## config.mk

```make
export PLATFORM = sky130hd
export DESIGN_NAME = plst_ram
export DESIGN_NICKNAME = d
export VERILOG_FILES = /design/src/hw/rtl/plst_ram.sv
export SDC_FILE = /design/constraint.sdc
export NUM_CORES = 2
export LEC_CHECK = 0
export BUFFER_PORTS_ARGS = -buffer_cell sky130_fd_sc_hd__buf_2
export CAP_MARGIN = 25
export CORE_ASPECT_RATIO = 1.2
export CORE_MARGIN = 2
export CORE_UTILIZATION = 30
export DETAILED_ROUTE_END_ITERATION = 10
export GPL_ROUTABILITY_DRIVEN = 0
export HOLD_SLACK_MARGIN = 0.05
export SKIP_CTS_REPAIR_TIMING = 1
export SYNTH_ARGS = -nofsm -noshare
export SYNTH_HDL_FRONTEND = slang
export SYNTH_SLANG_ARGS = --single-unit
```

## constraint.sdc

```tcl
create_clock -name clk -period 10.2 [get_ports clk]
set_input_delay 0.51 -clock clk [delete_from_list [all_inputs] [get_ports clk]]
set_output_delay 0.51 -clock clk [all_outputs]
set_load 0.02 [all_outputs]
```

## src/hw/rtl/plst_ram.sv

```systemverilog
// generic single write, single registered read memory
module plst_ram #(
  parameter int WIDTH = 32,
  parameter int DEPTH = 64
) (
  input  logic                     clk,
  input  logic                     we,
  input  logic [$clog2(DEPTH)-1:0] waddr,
  input  logic [WIDTH-1:0]         wdata,
  input  logic [$clog2(DEPTH)-1:0] raddr,
  output logic [WIDTH-1:0]         rdata
);
  logic [WIDTH-1:0] mem [DEPTH];

  always_ff @(posedge clk) begin
    if (we) begin
      mem[waddr] <= wdata;
    end
    rdata <= mem[raddr];
  end
endmodule

```

==> results.sh <==
export IMPL_fin_util_pct=34.75
export IMPL_yosys_top_cells_area="edfxtp_1 (78%), mux4_2 (16%), mux2i_1 (1.2%)"
export IMPL_startpoint="raddr[2]"
export IMPL_end_kind="register"
export IMPL_hold_slack_ps=115.3
export IMPL_max_clock_freq_mhz=249.9
export IMPL_synth_seq_cells=2080
export IMPL_nNetsFinal=3603
export IMPL_dieArea_sq_um=265800
export IMPL_ctsHtreeMaxLevel=4
export IMPL_max_vdd_ir_drop_uv=178.4
export IMPL_drive_above_1_share_pct=29.59
export IMPL_final_cells=7176
export IMPL_worst_slew_pin_slew_ps=1189
export IMPL_top_layer_used="met5"
export IMPL_stdcell_area_sq_um=90370
export IMPL_cp_arrival_ps=4670
export IMPL_min_from="wdata[14]"
export IMPL_synth_xor_area_share_pct=0
export IMPL_synth_top_family_by_area="multiplexers"
export IMPL_place_inst=6767
export IMPL_dr_total_vias=36640
export IMPL_dpl_cell_area_sq_um=83890
export IMPL_p_per_area_nw_per_um2=195.6
export IMPL_start_util_pct=30.19
export IMPL_path_cells="buf_8 > buf_12 > buf_4 > buf_4 > mux4_2 > mux2i_1 > nor2_1 > a311oi_1 > nor3_1"
export IMPL_root_buffer="clkbuf_16"
export IMPL_reg2reg_from="mem[58][31]"
export IMPL_status="completed"
export IMPL_critPathMaxStageDelay_ps=920
export IMPL_synth_distinct_cells=34
export IMPL_numCtsBuffers=201
export IMPL_grt_pass1_wl_microns=294000
export IMPL_cp_top_family="buffers and inverters"
export IMPL_die_y_microns=564.4
export IMPL_synth_most_common_cell="edfxtp_1"
export IMPL_leakagePower_nw=27.53
export IMPL_synth_adder_area_share_pct=0
export IMPL_crit_top_cell="buf_4"
export IMPL_crit_buf_inv=4
export IMPL_postSynthAreaPerCell_sq_um=23.62
export IMPL_drtIter0Drc=4220
export IMPL_cp_slowest_cell="a311oi_1"
export IMPL_ys_async_sr_fraction_pct=0
export IMPL_dp_hpwl_microns=114400
export IMPL_ys_top_cells_by_count="edfxtp_1 (2048), mux4_2 (544), nor2_1 (137)"
export IMPL_drt_met1_wl_microns=80500
export IMPL_path_clk_slew_ps=60
export IMPL_drv_slew=0
export IMPL_num_io_pins=78
export IMPL_syn_to_final_growth_pct=15.10
export IMPL_period_minus_slack_ps=4002
export IMPL_ys_seq_area_share_pct=79.14
export IMPL_clock_sinks=2080
export IMPL_grt_usage_pct=15.63
export IMPL_worst_clock_skew_ps=26.45
export IMPL_synth_mux_area_share_pct=16.79
export IMPL_gr_total_overflow=0
export IMPL_grt_pass1_vias=37790
export IMPL_cap_violations=0
export IMPL_synth_nets=3370
export IMPL_port_buffer_count=77
export IMPL_met3_length_microns=12950
export IMPL_slew_headroom_pct=20.18
export IMPL_period_share_pct=39.23
export IMPL_hold_path_class="input pin to register"
export IMPL_cts_tree="done"
export IMPL_synth_ff_type="edfxtp_1"
export IMPL_core_rowCount=205
export IMPL_clock_latency_ps=850
export IMPL_yosys_area_top_type_share_pct=78.33
export IMPL_die_x_microns=471.0
export IMPL_synth_compound_area_share_pct=1.673
export IMPL_antenna_found_initial=31
export IMPL_crit_path_max_fanout=76
export IMPL_netlist_area_sq_um=78520
export IMPL_route_detailed_vias_per_inst=5.106
export IMPL_yosysWarningCount=0
export IMPL_drc=0
export IMPL_setup_tns_ps=0
export IMPL_hold_viol=0
export IMPL_core_area_sq_um=260100
export IMPL_synthCells=3324
export IMPL_rsz0062_at_grt="no"
export IMPL_drt_total_wl_microns=210500
export IMPL_clock_path_buffers=3
export IMPL_setup_viol=0
export IMPL_crit_required_ps=10870
export IMPL_ant_nets=0
export IMPL_dr_pass1_iters=5
export IMPL_grt_max_degree=95
export IMPL_wl_met2_microns=109400
export IMPL_path_class="input pin to register"
export IMPL_wire_per_inst_microns=29.33
export IMPL_yosys_area_share_simple_pct=1.265
export IMPL_synth_edf_count=2048
export IMPL_start_kind="input pin"
export IMPL_synth_largest_area_cell="edfxtp_1"
cell families after synthesis:
logic type,after synthesis
DFF,2080
and+or+nand+nor,223
AOI/OAI and AO/OA,202
buffers and inverters,182
muxes,637
state kept, by name (all words and copies together), names as in the netlist:
| name | flops |
|---|---|
| rdata | 32 |
| mem | 2048 |
through the flow:
stage / setup WS, ps / total power [mW]
CTS: 6206 / 17.82
finish: 6198 / 17.68
detailed placement: 5301 / 10.64
global placement: 5291 / 10.63
global route: 6153 / 18.16
floorplan: 6530 / 10.14
layout make-up:
cell class / instances / area (sq um)
Antenna cell: 30 / 75.07
Clock buffer: 280 / 5489
Clock inverter: 97 / 877.1
Fill cell: 23910 / 169700
Multi-Input combinational cell: 1062 / 15990
Sequential cell: 2080 / 62140
Tap cell: 3415 / 4273
Timing Repair Buffer: 212 / 1528
per-layer routing:
layer  track usage (%)  up-vias
li1                  -    14760
met4             5.663        6
met2             27.54     1405
met1             19.57    20190
met5                 0        -
met3             2.258      286
where the power goes:
group,leakage (nW),internal [mW],switching (mW),total (mW)
logic,5.71,0.314,0.601,0.915
registers,18.7,9.46,0.0597,9.52
clock network,3.12,4.07,3.17,7.24
layout by cell type, fill, tap and decap left out, types with 36 or more instances in the layout:
| cell | n |
|---|---|
| buf_4 | 127 |
| clkinv_1 | 36 |
| mux4_2 | 544 |
| nor2_4 | 62 |
| buf_2 | 74 |
| mux2i_1 | 93 |
| clkbuf_1 | 65 |
| clkbuf_16 | 203 |
| a21oi_1 | 62 |
| nor2_1 | 75 |
| o22ai_1 | 84 |
| edfxtp_1 | 2048 |
worst paths after layout:
kind,endpoint,slack [ps],depth (start not counted)
max,rdata[17],6200,9
min,mem[17][14],120,1
max reg2reg,rdata[31],7800,4
min reg2reg,rdata[17],900,5
Note: power is estimated with default switching activity, not from simulation.
