--- config.mk ---
export PLATFORM = sky130hd
export DESIGN_NAME = plst_mul
export DESIGN_NICKNAME = d
export VERILOG_FILES = /design/src/hw/rtl/plst_pkg.sv /design/src/hw/rtl/plst_mul.sv
export SDC_FILE = /design/constraint.sdc
export NUM_CORES = 2
export LEC_CHECK = 0
export ABC_AREA = 1
export BUFFER_PORTS_ARGS = -buffer_cell sky130_fd_sc_hd__buf_4
export CAP_MARGIN = 20
export CELL_PAD_IN_SITES_DETAIL_PLACEMENT = 1
export CELL_PAD_IN_SITES_GLOBAL_PLACEMENT = 1
export CORE_ASPECT_RATIO = 2
export CORE_MARGIN = 2
export CORE_UTILIZATION = 50
export CTS_BUF_LIST = sky130_fd_sc_hd__clkbuf_16
export CTS_CLUSTER_DIAMETER = 150
export DETAILED_ROUTE_END_ITERATION = 16
export HOLD_SLACK_MARGIN = 0.06
export PLACE_DENSITY_LB_ADDON = 0.1
export SLEW_MARGIN = 20
export SYNTH_ARGS = -nofsm -noshare
export SYNTH_HDL_FRONTEND = slang
export SYNTH_SLANG_ARGS = --single-unit
--- constraint.sdc ---
create_clock -name clk -period 8.5 [get_ports clk]
set_input_delay 1.7 -clock clk [delete_from_list [all_inputs] [get_ports clk]]
set_output_delay 1.7 -clock clk [all_outputs]
set_load 0.05 [all_outputs]
--- src/hw/rtl/plst_pkg.sv ---
// shared types, constants and helpers for the spline trainer
package plst_pkg;

  localparam int MAX_KNOTS_DEF = 64;
  localparam int DVW = 49;
  localparam int DSW = 33;
  localparam int MAW = 33;
  localparam int MBW = 25;
  localparam int PRW = MAW + MBW;

  localparam logic [6:0]  POINTS_RESET = 7'd64;
  localparam logic [23:0] RATE_RESET   = 24'd655;
  localparam logic [15:0] RECIP_HI = 16'h51eb;
  localparam logic [15:0] RECIP_LO = 16'h851f;
  localparam int RECIP_SH = 37;
  localparam logic signed [31:0] ONE_Q16 = 32'sd65536;
  localparam logic [16:0] ONE_FRAC = 17'h10000;

  typedef enum logic [0:0] {
    REG_POINTS = 1'b0,
    REG_RATE   = 1'b1
  } reg_idx_t;

  typedef enum logic [2:0] {
    MODE_DOMAIN = 3'd0,
    MODE_LOAD   = 3'd1,
    MODE_EVAL   = 3'd2,
    MODE_SLOPE  = 3'd3,
    MODE_UPD_X  = 3'd4,
    MODE_UPD_M  = 3'd5
  } mode_t;

  function automatic logic signed [31:0] sat32(input logic signed [63:0] v);
    logic signed [31:0] r;
    if (v > 64'sd2147483647) r = 32'sh7fffffff;
    else if (v < -64'sd2147483648) r = 32'sh80000000;
    else r = v[31:0];
    return r;
  endfunction

endpackage

--- src/hw/rtl/plst_mul.sv ---
// shared signed multiplier with registered product
module plst_mul import plst_pkg::*; (
  input  logic                  clk,
  input  logic signed [MAW-1:0] a,
  input  logic signed [MBW-1:0] b,
  output logic signed [PRW-1:0] prod
);
  always_ff @(posedge clk) begin
    prod <= PRW'(a) * PRW'(b);
  end
endmodule

==> summary.txt <==
Synthesis
  – Distinct cell type count of the synthesized netlist: 34
  – Mapped Nets: 5273
  – Post-synthesis register bit count: 58
  – Yosys top cell by area: fa_1
  – Synthesized instance count: 4215
  – Asr flop ratio synth: 0%
  – Synth top area cells: fa_1 (52%), inv_1 (16%), nand2_1 (14%)
  – Post-synthesis sequential area ratio: 3.58%
  – Mapped Avg Cell Area: 7.70 sq um
  – Mapped Area: 32400 sq um
  – Post-synth EDFFs: 0
  – Top cell type's share of synthesized area: 52.0%
  – Synth cell count leaders: inv_1 (1374), nand2_1 (1218), fa_1 (842)
  – Synth Warn #: 0
  – Post-synth top flop: dfxtp_1
  – Most frequent cell after synthesis: inv_1

Run status
  – Status: complete, no violations

Clock tree
  – Clock Sinks: 58
  – # resized after CTS: 0
  – TritonCTS clock tree: done
  – Clock buffer depth: 2
  – CTS root buf: clkbuf_16
  – CTS buffer count: 9
  – H-Tree Level Count: 3
  – # hold bufs at CTS: 0
  – Post-CTS Setup Bufs: 0
  – Clock Pin Slew Worst Setup and Hold Paths: 70 ps

GRT
  – Global route overflow: 0
  – GR Layer Usage met1: 39.4%
  – Met3 usage: 2.37%
  – Gr busiest metal: met2
  – Initial antenna violation count: 3
  – Global-route wire length before repair: 169 mm
  – Total track usage: 33.6%
  – M2 GR Usage: 64.4%
  – Largest net degree at the start of global routing: 34
  – Vias in the first global route: 30.4k

Routing
  – Initial DRC Count: 1061
  – Via Count: 25.8k
  – Vias/cell: 5.14
  – Detailed Route WL: 106 mm
  – DRC viols: 0
  – TritonRoute pass-1 iters: 5
  – Drt wl/cell: 21.2 microns
  – Post-route ant nets: 0

Timing
  – Fmax: 0.124 GHz
  – Slew headroom: 61.8%
  – Tcrit/Tclk final: 95.0%
  – Final Slew Violations: 0
  – Minimum clock period: 8080 ps
  – Sum of negative setup slack: 0 ps
  – RSZ-0062 raised after global routing: false
  – Actual slew at the worst max-slew pin: 573 ps
  – Setup ws final: 423 ps
  – Final setup violation count: 0
  – Fin. Hold Viols: 0

Finish
  – Register with the most flip-flops: prod
  – Reg area: 1160 sq um
  – Regs by FF count: prod: 58 flops
  – Nets: 5252
  – Fill count: 8139
  – Syn-to-layout area delta: 5.69%
  – Final Util: 53.2%
  – Multi-input gate area: 25400 sq um
  – Max reg flops: 58
  – Share of cells above drive strength 1: 5.29%

Setup path
  – Critical Path Start Type: primary input
  – Worst Path Required: 8720 ps
  – Critical path type: in2reg
  – Crit path DAT: 8300 ps
  – CP Capture Type: register
  – Highest fanout seen on the critical path: 17

Placement
  – GPL Wtd Cong: 0.943
  – Pre-CTS setup slack: 26.7 ps
  – Detailed placer's ending HPWL: 92.4 mm
  – IO buf count: 116

Die
  – Die width: 184 microns
  – Core box area: 64400 sq um
  – Die Span Y: 364 microns
  – Starting Density: 50.4%
  – I/O pin cnt: 117
  – Die footprint: 67100 sq um
  – Core Rows: 132

Job
  – Max-cap violation count: 0

Min path
  – Hold path depth: 3
  – Worst Hold Class: in2reg
-- per-layer routing --
layer / part of all wire [%] / vias to the layer above
li1: - / 11425
met1: 38 / 13530
met2: 55 / 595
met3: 3.4 / 198
met4: 3.5 / 2
met5: 0.0094 / -
-- cell families (layout without fill, tap and decap cells) --
kind of cell               after synthesis  count (layout)  synth area share [%]
adders and majority gates              999             999                  58.0
other                                    0               3                     0
buffers and inverters                 1576            1560                  18.2
xor gates and xnor gates                36              36                 0.972
and+or+nand+nor                       1464            1464                  17.8
DFF                                     58              58                  3.58
AOI/OAI and AO/OA                       82              82                  1.38
-- path summary, 6_finish.rpt --
path,endpoint,start,slack (ps)
worst max-delay path,prod[51],a[32],420
worst min-delay path,prod[0],b[0],1770
-- worst max-delay path, cell delays in order --
cell     delay, ps
buf_4          180
nand2_1        140
inv_1          100
fa_1           640
fa_1           640
inv_1          110
fa_1           800
inv_1          250
fa_1           510
fa_1           560
fa_1           430
fa_1           480
ha_1           430
nand2_1        160
nor2_1         170
inv_1           80
nor2_1         210
nand2_1        130
nor3_1         150
nand2_1        160
nand4_1        130
nand2_1        130
-- stage by stage --
step | std cells | instance area (sq um) | hold slack [ps]
2_1_floorplan | 4215 | 32400 | 1980
3_3_place_gp | 4987 | 34000 | 2150
3_5_place_dp | 4987 | 34000 | 2150
4_1_cts | 5003 | 34300 | 1780
5_1_grt | 5005 | 34300 | 1790
6_report | 5006 | 34300 | 1770
-- area by class of cell --
| cell class | count | area share, % |
|---|---|---|
| clock inverter | 7 | 0.270 |
| inverter | 1378 | 15.1 |
| multi-input combinational | 2581 | 74.0 |
| clock buffer | 9 | 0.657 |
| sequential | 58 | 3.39 |
| timing repair buffer | 166 | 3.67 |
| tap | 804 | 2.93 |
| antenna | 3 | 0.0219 |
-- placed cells by master (no fill, tap or decap), types with 2 or more instances in the layout --
cell type / count
nor2_1: 114
nand3b_1: 2
nand2_1: 1218
diode_2: 3
nor3_2: 2
dfxtp_1: 58
a21oi_1: 50
clkbuf_16: 9
xor2_1: 31
nor3_1: 10
nand2_2: 8
o21ai_0: 16
bufinv_16: 2
nor2_2: 12
nand3_1: 62
inv_2: 3
inv_1: 1374
or2_2: 7
buf_4: 165
clkinv_1: 2
clkinvlp_4: 2
fa_1: 842
nand4_1: 18
nand3_2: 3
nor2_4: 4
xnor2_1: 5
o21bai_1: 11
ha_1: 157
Power is not shown: default switching activity piles up to over one toggle a cycle in this logic, so the estimate is an artifact.
