==> src/hw/rtl/plst_pkg.sv <==
// shared types, constants and helpers for the spline trainer
package plst_pkg;

  localparam int MAX_KNOTS_DEF = 64;
  localparam int DVW = 49;
  localparam int DSW = 33;
  localparam int MAW = 33;
  localparam int MBW = 25;
  localparam int PRW = MAW + MBW;

  localparam logic [6:0]  POINTS_RESET = 7'd64;
  localparam logic [23:0] RATE_RESET   = 24'd655;
  localparam logic [15:0] RECIP_HI = 16'h51eb;
  localparam logic [15:0] RECIP_LO = 16'h851f;
  localparam int RECIP_SH = 37;
  localparam logic signed [31:0] ONE_Q16 = 32'sd65536;
  localparam logic [16:0] ONE_FRAC = 17'h10000;

  typedef enum logic [0:0] {
    REG_POINTS = 1'b0,
    REG_RATE   = 1'b1
  } reg_idx_t;

  typedef enum logic [2:0] {
    MODE_DOMAIN = 3'd0,
    MODE_LOAD   = 3'd1,
    MODE_EVAL   = 3'd2,
    MODE_SLOPE  = 3'd3,
    MODE_UPD_X  = 3'd4,
    MODE_UPD_M  = 3'd5
  } mode_t;

  function automatic logic signed [31:0] sat32(input logic signed [63:0] v);
    logic signed [31:0] r;
    if (v > 64'sd2147483647) r = 32'sh7fffffff;
    else if (v < -64'sd2147483648) r = 32'sh80000000;
    else r = v[31:0];
    return r;
  endfunction

endpackage

==> src/hw/rtl/plst_div.sv <==
// iterative signed restoring divider, one quotient bit per cycle, truncating
module plst_div import plst_pkg::*; (
  input  logic                  clk,
  input  logic                  rst,
  input  logic                  start,
  input  logic signed [DVW-1:0] dividend,
  input  logic signed [DSW-1:0] divisor,
  output logic                  done,
  output logic signed [DVW:0]   quotient
);
  localparam int CNW = $clog2(DVW);

  logic           running;
  logic [CNW-1:0] cnt;
  logic [DSW-1:0] rem;
  logic [DVW-1:0] quo;
  logic [DSW-1:0] dsr;
  logic           neg;
  logic [DSW+1:0] diff;

  assign diff = {1'b0, rem, quo[DVW-1]} - {2'b00, dsr};
  assign quotient = neg ? -$signed({1'b0, quo}) : $signed({1'b0, quo});

  always_ff @(posedge clk) begin
    if (rst) begin
      running <= 1'b0;
      done <= 1'b0;
      cnt <= '0;
    end else begin
      done <= 1'b0;
      if (start) begin
        running <= 1'b1;
        cnt <= '0;
        rem <= '0;
        quo <= dividend[DVW-1] ? DVW'(-dividend) : DVW'(dividend);
        dsr <= divisor[DSW-1] ? DSW'(-divisor) : DSW'(divisor);
        neg <= dividend[DVW-1] ^ divisor[DSW-1];
      end else if (running) begin
        if (!diff[DSW+1]) begin
          rem <= diff[DSW-1:0];
          quo <= {quo[DVW-2:0], 1'b1};
        end else begin
          rem <= {rem[DSW-2:0], quo[DVW-1]};
          quo <= {quo[DVW-2:0], 1'b0};
        end
        if (cnt == CNW'(DVW - 1)) begin
          running <= 1'b0;
          done <= 1'b1;
        end
        cnt <= cnt + 1'b1;
      end
    end
  end
endmodule

==> config.mk <==
export PLATFORM = sky130hd
export DESIGN_NAME = plst_div
export DESIGN_NICKNAME = d
export VERILOG_FILES = /design/src/hw/rtl/plst_pkg.sv /design/src/hw/rtl/plst_div.sv
export SDC_FILE = /design/constraint.sdc
export NUM_CORES = 1
export LEC_CHECK = 0
export BUFFER_PORTS_ARGS = -buffer_cell sky130_fd_sc_hd__buf_4
export CAP_MARGIN = 20
export CORE_MARGIN = 1.5
export CORE_UTILIZATION = 50
export CTS_BUF_LIST = sky130_fd_sc_hd__clkbuf_16
export DETAILED_ROUTE_END_ITERATION = 10
export HOLD_SLACK_MARGIN = 0.15
export PLACE_DENSITY = 0.69
export SETUP_SLACK_MARGIN = 0.2
export SLEW_MARGIN = 10
export SYNTH_ARGS = -nofsm -noshare
export SYNTH_HDL_FRONTEND = slang
export SYNTH_SLANG_ARGS = --single-unit
export TNS_END_PERCENT = 100
==> constraint.sdc <==
create_clock -name clk -period 6.6 [get_ports clk]
set_clock_uncertainty 0.05 [all_clocks]
set_input_delay 0.66 -clock clk [delete_from_list [all_inputs] [get_ports clk]]
set_output_delay 0.66 -clock clk [all_outputs]
set_load 0.01 [all_outputs]
==> report_table.html, run 1 <==
<table>
<tr><th>Metric</th><th>Value</th></tr>
<tr><th colspan="2">Setup path</th></tr>
<tr><td>CP Class</td><td>flop to output port</td></tr>
<tr><td>CP startpoint kind</td><td>flop</td></tr>
<tr><td>Required time at the endpoint of the critical path</td><td>5890 ps</td></tr>
<tr><td>Crit-path max FO</td><td>5</td></tr>
<tr><td>Critical Path End Type</td><td>output port</td></tr>
<tr><td>Signal arrival time at the worst endpoint</td><td>3930 ps</td></tr>
<tr><th colspan="2">Routing</th></tr>
<tr><td>Total wire length after detailed routing</td><td>21.9 mm</td></tr>
<tr><td>Total number of vias</td><td>7710</td></tr>
<tr><td>Detailed router's first-iteration violation count</td><td>451</td></tr>
<tr><td>Drt drc</td><td>0</td></tr>
<tr><td>Routed WL per cell</td><td>16.1 um</td></tr>
<tr><td>DRT Pass-1 Iters</td><td>5</td></tr>
<tr><td>Final ANT Viol Nets</td><td>0</td></tr>
<tr><td>Ratio of routed vias to standard cells</td><td>5.66</td></tr>
<tr><th colspan="2">Timing</th></tr>
<tr><td>Period Utilization, post-route</td><td>0.703</td></tr>
<tr><td>Unrepaired setup endpoints after global routing</td><td>false</td></tr>
<tr><td>Aggregate negative setup slack</td><td>0 ps</td></tr>
<tr><td>Count of endpoints failing hold in the final timing report</td><td>0</td></tr>
<tr><td>Final setup violation count</td><td>0</td></tr>
<tr><td>Smallest hold slack</td><td>401 ps</td></tr>
<tr><td>Tmin final</td><td>4640 ps</td></tr>
<tr><td>Rel. slew slack</td><td>0.308</td></tr>
<tr><td>Max Clock Freq</td><td>0.216 GHz</td></tr>
<tr><td>Worst-margin pin slew</td><td>1040 ps</td></tr>
<tr><td>Number of max-slew violations in the final report</td><td>0</td></tr>
<tr><th colspan="2">Global routing</th></tr>
<tr><td>Via count of the first global-routing pass</td><td>7413</td></tr>
<tr><td>All-Layer GR Usage</td><td>0.233</td></tr>
<tr><td>Number of antenna violations at the first check in global routing</td><td>0</td></tr>
<tr><td>Pin count of the biggest net entering global routing</td><td>99</td></tr>
<tr><td>Leftover overflow at the end of global routing</td><td>0</td></tr>
<tr><td>Global-route wire length before repair</td><td>36.6 mm</td></tr>
<tr><th colspan="2">Pwr</th></tr>
<tr><td>Leak Pwr</td><td>4.32 nW</td></tr>
<tr><td>Maximum vdd drop</td><td>0.000193 V</td></tr>
<tr><td>Power per cell area</td><td>242 nW/um^2</td></tr>
<tr><th colspan="2">Logic synthesis</th></tr>
<tr><td>Most frequent cell after synthesis</td><td>sky130_fd_sc_hd__nor2_1</td></tr>
<tr><td>Net Count, Synth</td><td>1130</td></tr>
<tr><td>Post-synth top flop</td><td>sky130_fd_sc_hd__edfxtp_1</td></tr>
<tr><td>Mean cell area of the mapped netlist</td><td>9.27 sq um</td></tr>
<tr><td>Number of cells produced by synthesis</td><td>1006</td></tr>
<tr><td>Commonest cells in the netlist</td><td>sky130_fd_sc_hd__nor2_1, sky130_fd_sc_hd__edfxtp_1, sky130_fd_sc_hd__xnor2_1</td></tr>
<tr><td>Library cells used by synthesis</td><td>66</td></tr>
<tr><td>Ys async rst share</td><td>0</td></tr>
<tr><td>Warnings from Yosys</td><td>0</td></tr>
<tr><td>Synth area leaders</td><td>sky130_fd_sc_hd__edfxtp_1, sky130_fd_sc_hd__xnor2_1, sky130_fd_sc_hd__xor2_1</td></tr>
<tr><td>Share of the yosys chip area belonging to registers</td><td>0.391</td></tr>
<tr><td>Cell type with the highest aggregate area in the netlist</td><td>sky130_fd_sc_hd__edfxtp_1</td></tr>
<tr><td>Flip-flop and latch count after synthesis</td><td>124</td></tr>
<tr><td>Number of enable-type register cells in the synthesized netlist</td><td>116</td></tr>
<tr><td>Share of Yosys cell area claimed by the top area cell type</td><td>0.374</td></tr>
<tr><td>Cell Area, Synth</td><td>9320 sq um</td></tr>
<tr><th colspan="2">Floorplanning</th></tr>
<tr><td>Num ports</td><td>136</td></tr>
<tr><td>Standard-cell rows</td><td>49</td></tr>
<tr><td>Die Y-Extent</td><td>140 um</td></tr>
<tr><td>Die span in x</td><td>140 um</td></tr>
<tr><td>Die ar.</td><td>19500 sq um</td></tr>
<tr><td>Starting Density</td><td>0.514</td></tr>
<tr><td>Area inside the core boundary</td><td>18100 sq um</td></tr>
<tr><th colspan="2">Finish</th></tr>
<tr><td>Fraction of final layout cells sized beyond drive strength 1</td><td>0.172</td></tr>
<tr><td>Final nets</td><td>1243</td></tr>
<tr><td>Antenna diodes</td><td>0</td></tr>
<tr><td>Synthesis-to-finish area growth</td><td>18.9%</td></tr>
<tr><th colspan="2">Clocking</th></tr>
<tr><td>Num CTS Buffers</td><td>17</td></tr>
<tr><td>Clock tree from TritonCTS</td><td>built</td></tr>
<tr><td>Setup repair bufs after CTS</td><td>0</td></tr>
<tr><td>Maximum root-to-sink buffer count</td><td>2</td></tr>
<tr><td>Worst-Skew Late Latency</td><td>420 ps</td></tr>
<tr><td>Number of buffers added to fix hold violations after cts</td><td>0</td></tr>
<tr><td>Clock sinks</td><td>124</td></tr>
<tr><td>Maximum level of the CTS H-tree</td><td>4</td></tr>
<tr><td>CTS clk-pin slew, worst paths</td><td>50 ps</td></tr>
<tr><td>Root buffer selected by CTS</td><td>sky130_fd_sc_hd__clkbuf_16</td></tr>
<tr><td># resized after CTS</td><td>0</td></tr>
<tr><th colspan="2">Placed design</th></tr>
<tr><td>Routability congestion estimate from global placement</td><td>0.886</td></tr>
<tr><td>PortBufs</td><td>135</td></tr>
<tr><td>Detail Placement HPWL</td><td>16.1 mm</td></tr>
<tr><th colspan="2">Outcome</th></tr>
<tr><td>Result of the run</td><td>completed</td></tr>
<tr><th colspan="2">Flow run</th></tr>
<tr><td>Max cap viols</td><td>0</td></tr>
<tr><th colspan="2">Worst hold path</th></tr>
<tr><td>Type of the most critical hold path</td><td>input port to flop</td></tr>
</table>
## routing by layer
| layer | share of wire | GRT usage | up-vias | wire length (um) |
|---|---|---|---|---|
| met4 | 0.0089 | 0.0510 | 0 | 196 |
| li1 | - | - | 3887 | - |
| met2 | 0.49 | 0.398 | 183 | 10700 |
| met3 | 0.044 | 0.0440 | 15 | 967 |
| met5 | 0 | 0 | - | 0 |
| met1 | 0.46 | 0.307 | 3625 | 10100 |
## kinds of logic after synthesis
family,share of synthesized area
xor+xnor,0.147
flops,0.391
fa+ha+maj,0.0532
compound gates,0.178
mux,0.0260
simple gates,0.163
buf+inv,0.0427
## worst max-delay path: stages, from the launching register on
cell and delay [ps]:
sky130_fd_sc_hd__edfxtp_1 430, sky130_fd_sc_hd__or4_4 610, sky130_fd_sc_hd__nor4_4 310, sky130_fd_sc_hd__nand4_1 200, sky130_fd_sc_hd__or3_1 400, sky130_fd_sc_hd__or3_1 350
sky130_fd_sc_hd__nand2b_1 260, sky130_fd_sc_hd__or3_1 410, sky130_fd_sc_hd__o31ai_2 220, sky130_fd_sc_hd__xnor2_1 160, sky130_fd_sc_hd__buf_4 150
## sequential cells by signal, indices dropped and copies added (netlist names)
signal	flops
cnt	6
done	1
dsr	33
neg	1
quo	49
rem	33
running	1
## final cells by class
type | instances | area (sq um)
Clock buffer | 17 | 425
Clock inverter | 15 | 159
Fill cell | 1590 | 7060
Inverter | 58 | 218
Multi-Input combinational cell | 779 | 5300
Sequential cell | 124 | 3640
Tap cell | 229 | 287
Timing Repair Buffer | 139 | 1060
## per-stage QoR
stage                util  setup slack, ps  cell area, sq um  total power (W)  cells
global route        0.611             1750             11100          0.00282   1361
finish              0.611             1960             11100          0.00268   1361
floorplan               -             1400              9320          0.00152   1006
detailed placement  0.578             2390             10500          0.00176   1328
CTS                 0.610             1930             11100          0.00269   1360
global placement    0.578             2430             10500          0.00175   1328
## placed cells by master, fill, tap and decap left out, types with 22 or more instances in the layout
master / netlist / routed
sky130_fd_sc_hd__a21oi_1: 87 / 87
sky130_fd_sc_hd__o21ai_0: 63 / 63
sky130_fd_sc_hd__xor2_1: 64 / 64
sky130_fd_sc_hd__nand2_1: 60 / 59
sky130_fd_sc_hd__edfxtp_1: 116 / 116
sky130_fd_sc_hd__xnor2_1: 92 / 92
sky130_fd_sc_hd__o31ai_1: 32 / 32
sky130_fd_sc_hd__buf_4: 1 / 138
sky130_fd_sc_hd__inv_1: 58 / 61
sky130_fd_sc_hd__ha_1: 38 / 38
sky130_fd_sc_hd__mux2i_1: 22 / 22
sky130_fd_sc_hd__nor2_1: 118 / 117
sky130_fd_sc_hd__or3_1: 23 / 23
## path summary, 6_finish.rpt
| check | slack, ps | cells after the start | end | from |
|---|---|---|---|---|
| worst max-delay path | 1960 | 10 | quotient[45] | quo[5]$_DFFE_PP_ |
| worst min-delay path | 400 | 1 | dsr[0]$_DFFE_PP_ | divisor[0] |
| worst max register to register | 2760 | 14 | rem[5]$_SDFFCE_PP0P_ | quo[48]$_DFFE_PP_ |
| worst min register to register | 450 | 2 | cnt[5]$_SDFFE_PP0P_ | cnt[5]$_SDFFE_PP0P_ |
## power breakdown
part           leakage, nW  internal [W]  switching [W]
Combinational         2.86      0.000341       0.000416
Sequential            1.17      0.000951      0.0000486
Clock                0.286      0.000585       0.000341
(Power assumes the default switching activity.)
==> run 2: changes to the inputs <==
==> constraint.sdc (replaced) <==
create_clock -name clk -period 4.7 [get_ports clk]
set_clock_uncertainty 0.05 [all_clocks]
set_input_delay 0.47 -clock clk [delete_from_list [all_inputs] [get_ports clk]]
set_output_delay 0.47 -clock clk [all_outputs]
set_load 0.01 [all_outputs]
==> report_table.html, run 2 (same netlist as run 1, synthesis figures left out) <==
<table>
<tr><th>Metric</th><th>Value</th></tr>
<tr><th colspan="2">Setup path</th></tr>
<tr><td>Startpoint of the most critical setup path</td><td>quo[4]$_DFFE_PP_</td></tr>
<tr><td>Crit-path leading delay family</td><td>simple AND/OR/NAND/NOR gates</td></tr>
<tr><td>Worst path slowest cell</td><td>sky130_fd_sc_hd__or4_4</td></tr>
<tr><td>Startpoint of the worst register-to-register path</td><td>quo[48]$_DFFE_PP_</td></tr>
<tr><td>Critical path, cell by cell</td><td>or4_4 -&gt; nor4_4 -&gt; nand4_1 -&gt; or3_4 -&gt; or3_1 -&gt; nand2b_2 -&gt; or3_4 -&gt; o31ai_2 -&gt; xnor2_1 -&gt; buf_4</td></tr>
<tr><td>Number of logic stages on the critical path including buffering</td><td>10 (unchanged)</td></tr>
<tr><td>Required time at the endpoint of the critical path</td><td>4180 ps (-1710 ps)</td></tr>
<tr><td>CP most frequent cell</td><td>sky130_fd_sc_hd__or3_4</td></tr>
<tr><td>CP Class</td><td>flop to output port</td></tr>
<tr><td>Slack of the worst reg-to-reg path</td><td>910 ps (-1850 ps)</td></tr>
<tr><td>Reg2Reg Capture Point</td><td>rem[27]$_SDFFCE_PP0P_</td></tr>
<tr><td>Crit path to</td><td>quotient[45]</td></tr>
<tr><td>CP startpoint kind</td><td>flop</td></tr>
<tr><td>Max stage delay on crit path</td><td>600 ps (about the same)</td></tr>
<tr><td>Signal arrival time at the worst endpoint</td><td>3790 ps (-140 ps)</td></tr>
<tr><td>Count of buffering cells on the critical path with inverters included</td><td>1 (unchanged)</td></tr>
<tr><td>Logic depth of the worst register-to-register path</td><td>14 (unchanged)</td></tr>
<tr><td>Critical Path End Type</td><td>output port</td></tr>
<tr><td>Crit-path max FO</td><td>5 (unchanged)</td></tr>
<tr><th colspan="2">Timing</th></tr>
<tr><td>Aggregate negative setup slack</td><td>0 ps (unchanged)</td></tr>
<tr><td>Unrepaired setup endpoints after global routing</td><td>false</td></tr>
<tr><td>Final setup violation count</td><td>0 (unchanged)</td></tr>
<tr><td>Count of endpoints failing hold in the final timing report</td><td>0 (unchanged)</td></tr>
<tr><td>Rel. slew slack</td><td>0.322 (+0.0138)</td></tr>
<tr><td>Period Utilization, post-route</td><td>0.917</td></tr>
<tr><td>Worst-margin pin slew</td><td>1020 ps (-20.6 ps)</td></tr>
<tr><td>Tmin final</td><td>4310 ps</td></tr>
<tr><td>Number of max-slew violations in the final report</td><td>0 (unchanged)</td></tr>
<tr><td>Max Clock Freq</td><td>0.232 GHz</td></tr>
<tr><th colspan="2">Outcome</th></tr>
<tr><td>Result of the run</td><td>finished with violations</td></tr>
<tr><td>Failing checks</td><td>DRC</td></tr>
<tr><th colspan="2">Finish</th></tr>
<tr><td>Register name with the most flops</td><td>quo</td></tr>
<tr><td>Cell area after layout</td><td>11200 sq um (+0.88%)</td></tr>
<tr><td>Final nets</td><td>1249 (+0.48%)</td></tr>
<tr><td>Fraction of the core area covered by cells at the end of the flow</td><td>0.616 (+0.00538)</td></tr>
<tr><td>Commonest non-fill, non-tap cell in the layout</td><td>sky130_fd_sc_hd__buf_4</td></tr>
<tr><td>Synthesis-to-finish area growth</td><td>20.0%</td></tr>
<tr><td>Final cell count without fillers</td><td>1367 (+0.44%)</td></tr>
<tr><td>Antenna diodes</td><td>0 (unchanged)</td></tr>
<tr><td>Largest registers</td><td>quo x49, dsr x33, rem x33</td></tr>
<tr><td>Max reg flops</td><td>49 (unchanged)</td></tr>
<tr><td>Commonest cells after routing, fill and taps aside</td><td>sky130_fd_sc_hd__buf_4, sky130_fd_sc_hd__nor2_1, sky130_fd_sc_hd__edfxtp_1</td></tr>
<tr><td>Fill count</td><td>1568 (-1.4%)</td></tr>
<tr><td>Fraction of final layout cells sized beyond drive strength 1</td><td>0.183 (+0.0105)</td></tr>
<tr><th colspan="2">Floorplanning</th></tr>
<tr><td>Starting Density</td><td>0.514 (unchanged)</td></tr>
<tr><td>Die Y-Extent</td><td>140 um (unchanged)</td></tr>
<tr><td>Die ar.</td><td>19500 sq um (unchanged)</td></tr>
<tr><td>Num ports</td><td>136 (unchanged)</td></tr>
<tr><td>Die span in x</td><td>140 um (unchanged)</td></tr>
<tr><td>Area inside the core boundary</td><td>18100 sq um (unchanged)</td></tr>
<tr><td>Standard-cell rows</td><td>49 (unchanged)</td></tr>
<tr><th colspan="2">Clocking</th></tr>
<tr><td>CTS clk-pin slew, worst paths</td><td>50 ps (about the same)</td></tr>
<tr><td>Worst-Skew Late Latency</td><td>420 ps (about the same)</td></tr>
<tr><td>Num CTS Buffers</td><td>17 (unchanged)</td></tr>
<tr><td>Clock tree from TritonCTS</td><td>built</td></tr>
<tr><td>Number of buffers added to fix hold violations after cts</td><td>0 (unchanged)</td></tr>
<tr><td>Maximum root-to-sink buffer count</td><td>2 (unchanged)</td></tr>
<tr><td>Maximum level of the CTS H-tree</td><td>4 (unchanged)</td></tr>
<tr><td>Clock sinks</td><td>124 (unchanged)</td></tr>
<tr><td>Root buffer selected by CTS</td><td>sky130_fd_sc_hd__clkbuf_16</td></tr>
<tr><th colspan="2">Routing</th></tr>
<tr><td>Final ANT Viol Nets</td><td>0 (unchanged)</td></tr>
<tr><td>Detailed router's first-iteration violation count</td><td>456 (+1.1%)</td></tr>
<tr><td>Ratio of routed vias to standard cells</td><td>5.70 (+0.54%)</td></tr>
<tr><td>Total number of vias</td><td>7786 (+0.99%)</td></tr>
<tr><td>Drt drc</td><td>1 (+1)</td></tr>
<tr><td>Routed WL per cell</td><td>16.1 um (+0.16%)</td></tr>
<tr><td>DRT Pass-1 Iters</td><td>10 (+5)</td></tr>
<tr><td>Total wire length after detailed routing</td><td>22.1 mm (+0.60%)</td></tr>
<tr><th colspan="2">Placed design</th></tr>
<tr><td>Dpl cells</td><td>1331 (+0.23%)</td></tr>
<tr><td>Routability congestion estimate from global placement</td><td>0.848 (-4.3%)</td></tr>
<tr><td>Detail Placement HPWL</td><td>16.4 mm (+2.2%)</td></tr>
<tr><td>Area post-placement</td><td>10500 sq um (+0.21%)</td></tr>
<tr><td>PortBufs</td><td>135 (unchanged)</td></tr>
<tr><th colspan="2">Global routing</th></tr>
<tr><td>Global-route wire length before repair</td><td>36.5 mm (-0.43%)</td></tr>
<tr><td>Pin count of the biggest net entering global routing</td><td>71 (-28%)</td></tr>
<tr><td>Leftover overflow at the end of global routing</td><td>0 (unchanged)</td></tr>
<tr><td>All-Layer GR Usage</td><td>0.232 (-0.000699)</td></tr>
<tr><td>Number of antenna violations at the first check in global routing</td><td>0 (unchanged)</td></tr>
<tr><td>Via count of the first global-routing pass</td><td>7463 (+0.67%)</td></tr>
<tr><th colspan="2">Flow run</th></tr>
<tr><td>Max cap viols</td><td>0 (unchanged)</td></tr>
<tr><th colspan="2">Worst hold path</th></tr>
<tr><td>Type of the most critical hold path</td><td>input port to flop</td></tr>
<tr><th colspan="2">Pwr</th></tr>
<tr><td>Leak Pwr</td><td>4.38 nW (+1.6%)</td></tr>
<tr><td>Power per cell area</td><td>342 nW/um^2 (+41%)</td></tr>
<tr><td>Maximum vdd drop</td><td>0.000249 V (+29%)</td></tr>
</table>
run 2: cell types whose count changed in the layout (fill, tap and decap cells not counted), sizes merged:
cell      delta
buf          +6
clkinv       +3
clkinvlp     -3
bufinv       +1
inv          -1
run 2: worst min path at each step:
stage	from	to	slack (ps)	depth (start not counted)
global route	divisor[0]	dsr[0]$_DFFE_PP_	210	1
detailed placement	cnt[5]$_SDFFE_PP0P_	cnt[5]$_SDFFE_PP0P_	440	2
global placement	cnt[5]$_SDFFE_PP0P_	cnt[5]$_SDFFE_PP0P_	430	2
finish	divisor[0]	dsr[0]$_DFFE_PP_	210	1
floorplan	cnt[5]$_SDFFE_PP0P_	cnt[5]$_SDFFE_PP0P_	410	2
CTS	divisor[0]	dsr[0]$_DFFE_PP_	200	1
run 2: cell type report:
class,instances,area [sq um],area share
multi-input combinational,779,5340,0.478
sequential,124,3640,0.326
timing repair buffer,145,1090,0.0973
clock buffer,17,425,0.0380
tap,229,287,0.0256
inverter,58,218,0.0195
clock inverter,15,181,0.0162
run 2: routing by layer:
metal	wire length, um	track usage	up-vias
li1	-	-	3904
met1	9970	0.312	3656
met2	10600	0.384	197
met3	1090	0.0351	27
met4	349	0.0737	2
met5	50	0.0175	-
run 2: timing repair:
action                                  4_1_cts  5_1_grt
gates resized for setup                       0        8
endpoints found under the setup margin        0        3
setup buffers                                 0        4
run 2: power by group:
| part | leakage [nW] | switching (W) | total, W | internal [W] |
|---|---|---|---|---|
| Sequential | 1.17 | 0.0000681 | 0.00140 | 0.00134 |
| Combinational | 2.91 | 0.000585 | 0.00106 | 0.000480 |
| Clock | 0.306 | 0.000477 | 0.00135 | 0.000876 |
| Total | 4.38 | 0.00113 | 0.00382 | 0.00269 |
run 2: per-stage QoR:
stage	setup slack [ps]	total power, W	hold WS, ps
after floorplan	1070	0.00213	408
final	388	0.00382	211
after CTS	261	0.00383	197
after detailed placement	740	0.00248	437
after global routing	202	0.00401	207
after global placement	787	0.00247	429
==> run 3: changes to the inputs <==
--- a/config.mk
+++ b/config.mk
@@ -5,14 +5,15 @@
 export SDC_FILE = /design/constraint.sdc
 export NUM_CORES = 1
 export LEC_CHECK = 0
-export BUFFER_PORTS_ARGS = -buffer_cell sky130_fd_sc_hd__buf_4
+export ABC_AREA = 1
 export CAP_MARGIN = 20
 export CORE_MARGIN = 1.5
 export CORE_UTILIZATION = 50
 export CTS_BUF_LIST = sky130_fd_sc_hd__clkbuf_16
 export DETAILED_ROUTE_END_ITERATION = 10
+export DONT_BUFFER_PORTS = 1
 export HOLD_SLACK_MARGIN = 0.15
-export PLACE_DENSITY = 0.69
+export PLACE_DENSITY = 0.63
 export SETUP_SLACK_MARGIN = 0.2
 export SLEW_MARGIN = 10
 export SYNTH_ARGS = -nofsm -noshare
==> report_table.html, run 3 <==
<table>
<tr><th>Metric</th><th>Value</th></tr>
<tr><th colspan="2">Clocking</th></tr>
<tr><td>Clock sinks</td><td>124 (unchanged)</td></tr>
<tr><td>Worst-Skew Late Latency</td><td>440 ps (+20 ps)</td></tr>
<tr><td>Maximum root-to-sink buffer count</td><td>2 (unchanged)</td></tr>
<tr><td>Clock tree from TritonCTS</td><td>built</td></tr>
<tr><td>Num CTS Buffers</td><td>17 (unchanged)</td></tr>
<tr><td># resized after CTS</td><td>0 (unchanged)</td></tr>
<tr><td>Maximum level of the CTS H-tree</td><td>4 (unchanged)</td></tr>
<tr><td>Root buffer selected by CTS</td><td>sky130_fd_sc_hd__clkbuf_16</td></tr>
<tr><td>CTS clk-pin slew, worst paths</td><td>70 ps (+20 ps)</td></tr>
<tr><th colspan="2">Floorplanning</th></tr>
<tr><td>Area inside the core boundary</td><td>23400 sq um (+29%)</td></tr>
<tr><td>Num ports</td><td>136 (unchanged)</td></tr>
<tr><td>Die ar.</td><td>24700 sq um (+27%)</td></tr>
<tr><td>Die Y-Extent</td><td>157 um (+13%)</td></tr>
<tr><td>Starting Density</td><td>0.507 (-0.00649)</td></tr>
<tr><td>Die span in x</td><td>157 um (+13%)</td></tr>
<tr><td>Standard-cell rows</td><td>56 (+14%)</td></tr>
<tr><th colspan="2">Finish</th></tr>
<tr><td>Fraction of final layout cells sized beyond drive strength 1</td><td>0.0497 (-0.133)</td></tr>
<tr><td>Antenna diodes</td><td>0 (unchanged)</td></tr>
<tr><td>Largest registers</td><td>quo x49, dsr x33, rem x33</td></tr>
<tr><td>Fill count</td><td>2452 (+56%)</td></tr>
<tr><td>Max reg flops</td><td>49 (unchanged)</td></tr>
<tr><td>Final cell count without fillers</td><td>2170 (+59%)</td></tr>
<tr><td>Commonest non-fill, non-tap cell in the layout</td><td>sky130_fd_sc_hd__nand2_1</td></tr>
<tr><td>Footprint of the multi-input gates</td><td>6860 sq um (+28%)</td></tr>
<tr><td>Final nets</td><td>1962 (+57%)</td></tr>
<tr><td>Commonest cells after routing, fill and taps aside</td><td>sky130_fd_sc_hd__nand2_1, sky130_fd_sc_hd__inv_1, sky130_fd_sc_hd__nor2_1</td></tr>
<tr><td>Register name with the most flops</td><td>quo</td></tr>
<tr><td>Area taken by flip-flops and latches</td><td>3640 sq um (unchanged)</td></tr>
<tr><td>Synthesis-to-finish area growth</td><td>7.53%</td></tr>
<tr><th colspan="2">Logic synthesis</th></tr>
<tr><td>Synth area leaders</td><td>sky130_fd_sc_hd__edfxtp_1, sky130_fd_sc_hd__nand2_1, sky130_fd_sc_hd__inv_1</td></tr>
<tr><td>Number of enable-type register cells in the synthesized netlist</td><td>116 (unchanged)</td></tr>
<tr><td>Flip-flop and latch count after synthesis</td><td>124 (unchanged)</td></tr>
<tr><td>Mean cell area of the mapped netlist</td><td>6.42 sq um (-31%)</td></tr>
<tr><td>Cell Area, Synth</td><td>11900 sq um (+27%)</td></tr>
<tr><td>Commonest cells in the netlist</td><td>sky130_fd_sc_hd__nand2_1, sky130_fd_sc_hd__inv_1, sky130_fd_sc_hd__nor2_1</td></tr>
<tr><td>Share of Yosys cell area claimed by the top area cell type</td><td>0.293 (-0.0802)</td></tr>
<tr><td>Net Count, Synth</td><td>1972 (+75%)</td></tr>
<tr><td>Number of cells produced by synthesis</td><td>1848 (+84%)</td></tr>
<tr><td>Post-synth top flop</td><td>sky130_fd_sc_hd__edfxtp_1</td></tr>
<tr><td>Ys async rst share</td><td>0 (unchanged)</td></tr>
<tr><td>Share of the yosys chip area belonging to registers</td><td>0.307 (-0.0839)</td></tr>
<tr><td>Most frequent cell after synthesis</td><td>sky130_fd_sc_hd__nand2_1</td></tr>
<tr><td>Warnings from Yosys</td><td>0 (unchanged)</td></tr>
<tr><td>Library cells used by synthesis</td><td>48 (-27%)</td></tr>
<tr><td>Cell type with the highest aggregate area in the netlist</td><td>sky130_fd_sc_hd__edfxtp_1</td></tr>
<tr><th colspan="2">Placed design</th></tr>
<tr><td>PortBufs</td><td>0 (-100%)</td></tr>
<tr><td>Detail Placement HPWL</td><td>29.8 mm (+81%)</td></tr>
<tr><td>Routability congestion estimate from global placement</td><td>0.958 (+13%)</td></tr>
<tr><td>Dpl cells</td><td>2134 (+60%)</td></tr>
<tr><th colspan="2">Timing</th></tr>
<tr><td>Number of max-slew violations in the final report</td><td>0 (unchanged)</td></tr>
<tr><td>Period Utilization, post-route</td><td>0.752 (-0.166)</td></tr>
<tr><td>Worst-margin pin slew</td><td>938 ps (-77.0 ps)</td></tr>
<tr><td>Rel. slew slack</td><td>0.374 (+0.0528)</td></tr>
<tr><td>Max Clock Freq</td><td>0.283 GHz (+22%)</td></tr>
<tr><td>Count of endpoints failing hold in the final timing report</td><td>0 (unchanged)</td></tr>
<tr><td>Unrepaired setup endpoints after global routing</td><td>false</td></tr>
<tr><td>Tmin final</td><td>3530 ps (-780 ps)</td></tr>
<tr><td>Aggregate negative setup slack</td><td>0 ps (unchanged)</td></tr>
<tr><td>Smallest hold slack</td><td>175 ps (-36.5 ps)</td></tr>
<tr><td>Final setup violation count</td><td>0 (unchanged)</td></tr>
<tr><th colspan="2">Setup path</th></tr>
<tr><td>Critical Path End Type</td><td>output port</td></tr>
<tr><td>CP startpoint kind</td><td>flop</td></tr>
<tr><td>Startpoint of the worst register-to-register path</td><td>quo[48]$_DFFE_PP_</td></tr>
<tr><td>Required time at the endpoint of the critical path</td><td>4180 ps (about the same)</td></tr>
<tr><td>Startpoint of the most critical setup path</td><td>quo[0]$_DFFE_PP_</td></tr>
<tr><td>Signal arrival time at the worst endpoint</td><td>3010 ps (-780 ps)</td></tr>
<tr><td>Crit-path max FO</td><td>6 (+1)</td></tr>
<tr><td>CP Class</td><td>flop to output port</td></tr>
<tr><th colspan="2">Global routing</th></tr>
<tr><td>Via count of the first global-routing pass</td><td>10600 (+42%)</td></tr>
<tr><td>Pin count of the biggest net entering global routing</td><td>92 (+30%)</td></tr>
<tr><td>Global-route wire length before repair</td><td>57.5 mm (+58%)</td></tr>
<tr><td>Number of antenna violations at the first check in global routing</td><td>0 (unchanged)</td></tr>
<tr><td>All-Layer GR Usage</td><td>0.308 (+0.0762)</td></tr>
<tr><td>Leftover overflow at the end of global routing</td><td>0 (unchanged)</td></tr>
<tr><th colspan="2">Routing</th></tr>
<tr><td>Detailed router's first-iteration violation count</td><td>899 (+97%)</td></tr>
<tr><td>Routed met2 length</td><td>15.9 mm (+50%)</td></tr>
<tr><td>Routed length on met3</td><td>3.14 mm (+190%)</td></tr>
<tr><td>Top routing layer in use</td><td>met4</td></tr>
<tr><td>Wire length the detailed router placed on met1</td><td>17.7 mm (+78%)</td></tr>
<tr><td>Routed WL per cell</td><td>17.2 um (+6.8%)</td></tr>
<tr><td>DRT Pass-1 Iters</td><td>5 (-5)</td></tr>
<tr><td>Total number of vias</td><td>11400 (+47%)</td></tr>
<tr><td>Total wire length after detailed routing</td><td>37.4 mm (+69%)</td></tr>
<tr><td>Final ANT Viol Nets</td><td>0 (unchanged)</td></tr>
<tr><td>Drt drc</td><td>0 (-1)</td></tr>
<tr><td>Ratio of routed vias to standard cells</td><td>5.27 (-7.4%)</td></tr>
<tr><th colspan="2">Outcome</th></tr>
<tr><td>Result of the run</td><td>completed</td></tr>
<tr><th colspan="2">Pwr</th></tr>
<tr><td>Power per cell area</td><td>307 nW/um^2 (-10%)</td></tr>
<tr><td>Leak Pwr</td><td>6.25 nW (+43%)</td></tr>
<tr><td>Tot Pwr</td><td>0.00392 W (+2.6%)</td></tr>
<tr><td>Maximum vdd drop</td><td>0.000252 V (+1.2%)</td></tr>
<tr><th colspan="2">Worst hold path</th></tr>
<tr><td>Type of the most critical hold path</td><td>input port to flop</td></tr>
<tr><td>Start point of the worst hold path</td><td>divisor[4]</td></tr>
<tr><th colspan="2">Flow run</th></tr>
<tr><td>Max cap viols</td><td>0 (unchanged)</td></tr>
</table>
## run 3: cell types whose count changed after synthesis, moves of 23 or more
cell | before | now
sky130_fd_sc_hd__nand2_1 | 60 | 597
sky130_fd_sc_hd__or3_1 | 23 | 0
sky130_fd_sc_hd__o31ai_1 | 32 | 4
sky130_fd_sc_hd__nor2_1 | 118 | 226
sky130_fd_sc_hd__inv_1 | 58 | 313
sky130_fd_sc_hd__xnor2_1 | 92 | 19
sky130_fd_sc_hd__nand3_1 | 8 | 122
sky130_fd_sc_hd__a21oi_1 | 87 | 31
sky130_fd_sc_hd__nand4_1 | 10 | 56
## run 3: routing by layer
metal,up-vias,global-route usage
met5,-,0
met4,0,0.0683
met2,366,0.461
li1,5803,-
met3,45,0.0790
met1,5232,0.445
## run 3: worst paths after layout
| path | to | slack, ps | cells past startpoint |
|---|---|---|---|
| max | quotient[36] | 1170 | 10 |
| min | dsr[4]$_DFFE_PP_ | 170 | 1 |
| max reg2reg | rem[25]$_SDFFCE_PP0P_ | 1860 | 14 |
| min reg2reg | cnt[0]$_SDFFE_PP0P_ | 450 | 2 |
## run 3: cell type report
type,instances,share of cell area
multi-input combinational,1368,0.537
clock inverter,15,0.0119
clock buffer,17,0.0333
inverter,319,0.0944
timing repair buffer,8,0.00627
sequential,124,0.285
tap,319,0.0313
## run 3: timing repair
item / 4_1_cts / 5_1_grt
setup buffers: 0 / 0
hold buffers: 3 / 0
endpoints found under the hold margin: 2 / 0
## run 3: cells by family (layout without fill, tap and decap cells)
group	after synthesis	count (layout)	share of synthesized area
adders and majority gates	39	39	0.0417
AOI/OAI and AO/OA	127	127	0.0589
and+or+nand+nor	1097	1097	0.398
DFF	124	124	0.307
xor gates and xnor gates	105	105	0.0775
buffers and inverters	356	359	0.117
## run 3: critical path: stages (launching register included)
cell                       delay [ps]
sky130_fd_sc_hd__edfxtp_1         540
sky130_fd_sc_hd__inv_1            170
sky130_fd_sc_hd__ha_1             240
sky130_fd_sc_hd__nand4_1          320
sky130_fd_sc_hd__nor2_2           400
sky130_fd_sc_hd__nand4_1          220
sky130_fd_sc_hd__nor3_2           280
sky130_fd_sc_hd__nand2_1          130
sky130_fd_sc_hd__nand2_1           80
sky130_fd_sc_hd__nand2_1           50
sky130_fd_sc_hd__nand2_1          140
## run 3: power by group
part	total, W	switching, W	internal (W)
clock network	0.00133	0.000585	0.000747
logic	0.00119	0.000822	0.000371
registers	0.00140	0.0000623	0.00133
## run 3: through the flow
stage / setup slack (ps) / util / instance area [sq um]
3_5_place_dp: 1700 / 0.519 / 12100
3_3_place_gp: 1660 / 0.519 / 12100
4_1_cts: 1200 / 0.544 / 12700
2_1_floorplan: 958 / - / 11900
5_1_grt: 1100 / 0.545 / 12800
6_report: 1170 / 0.545 / 12800
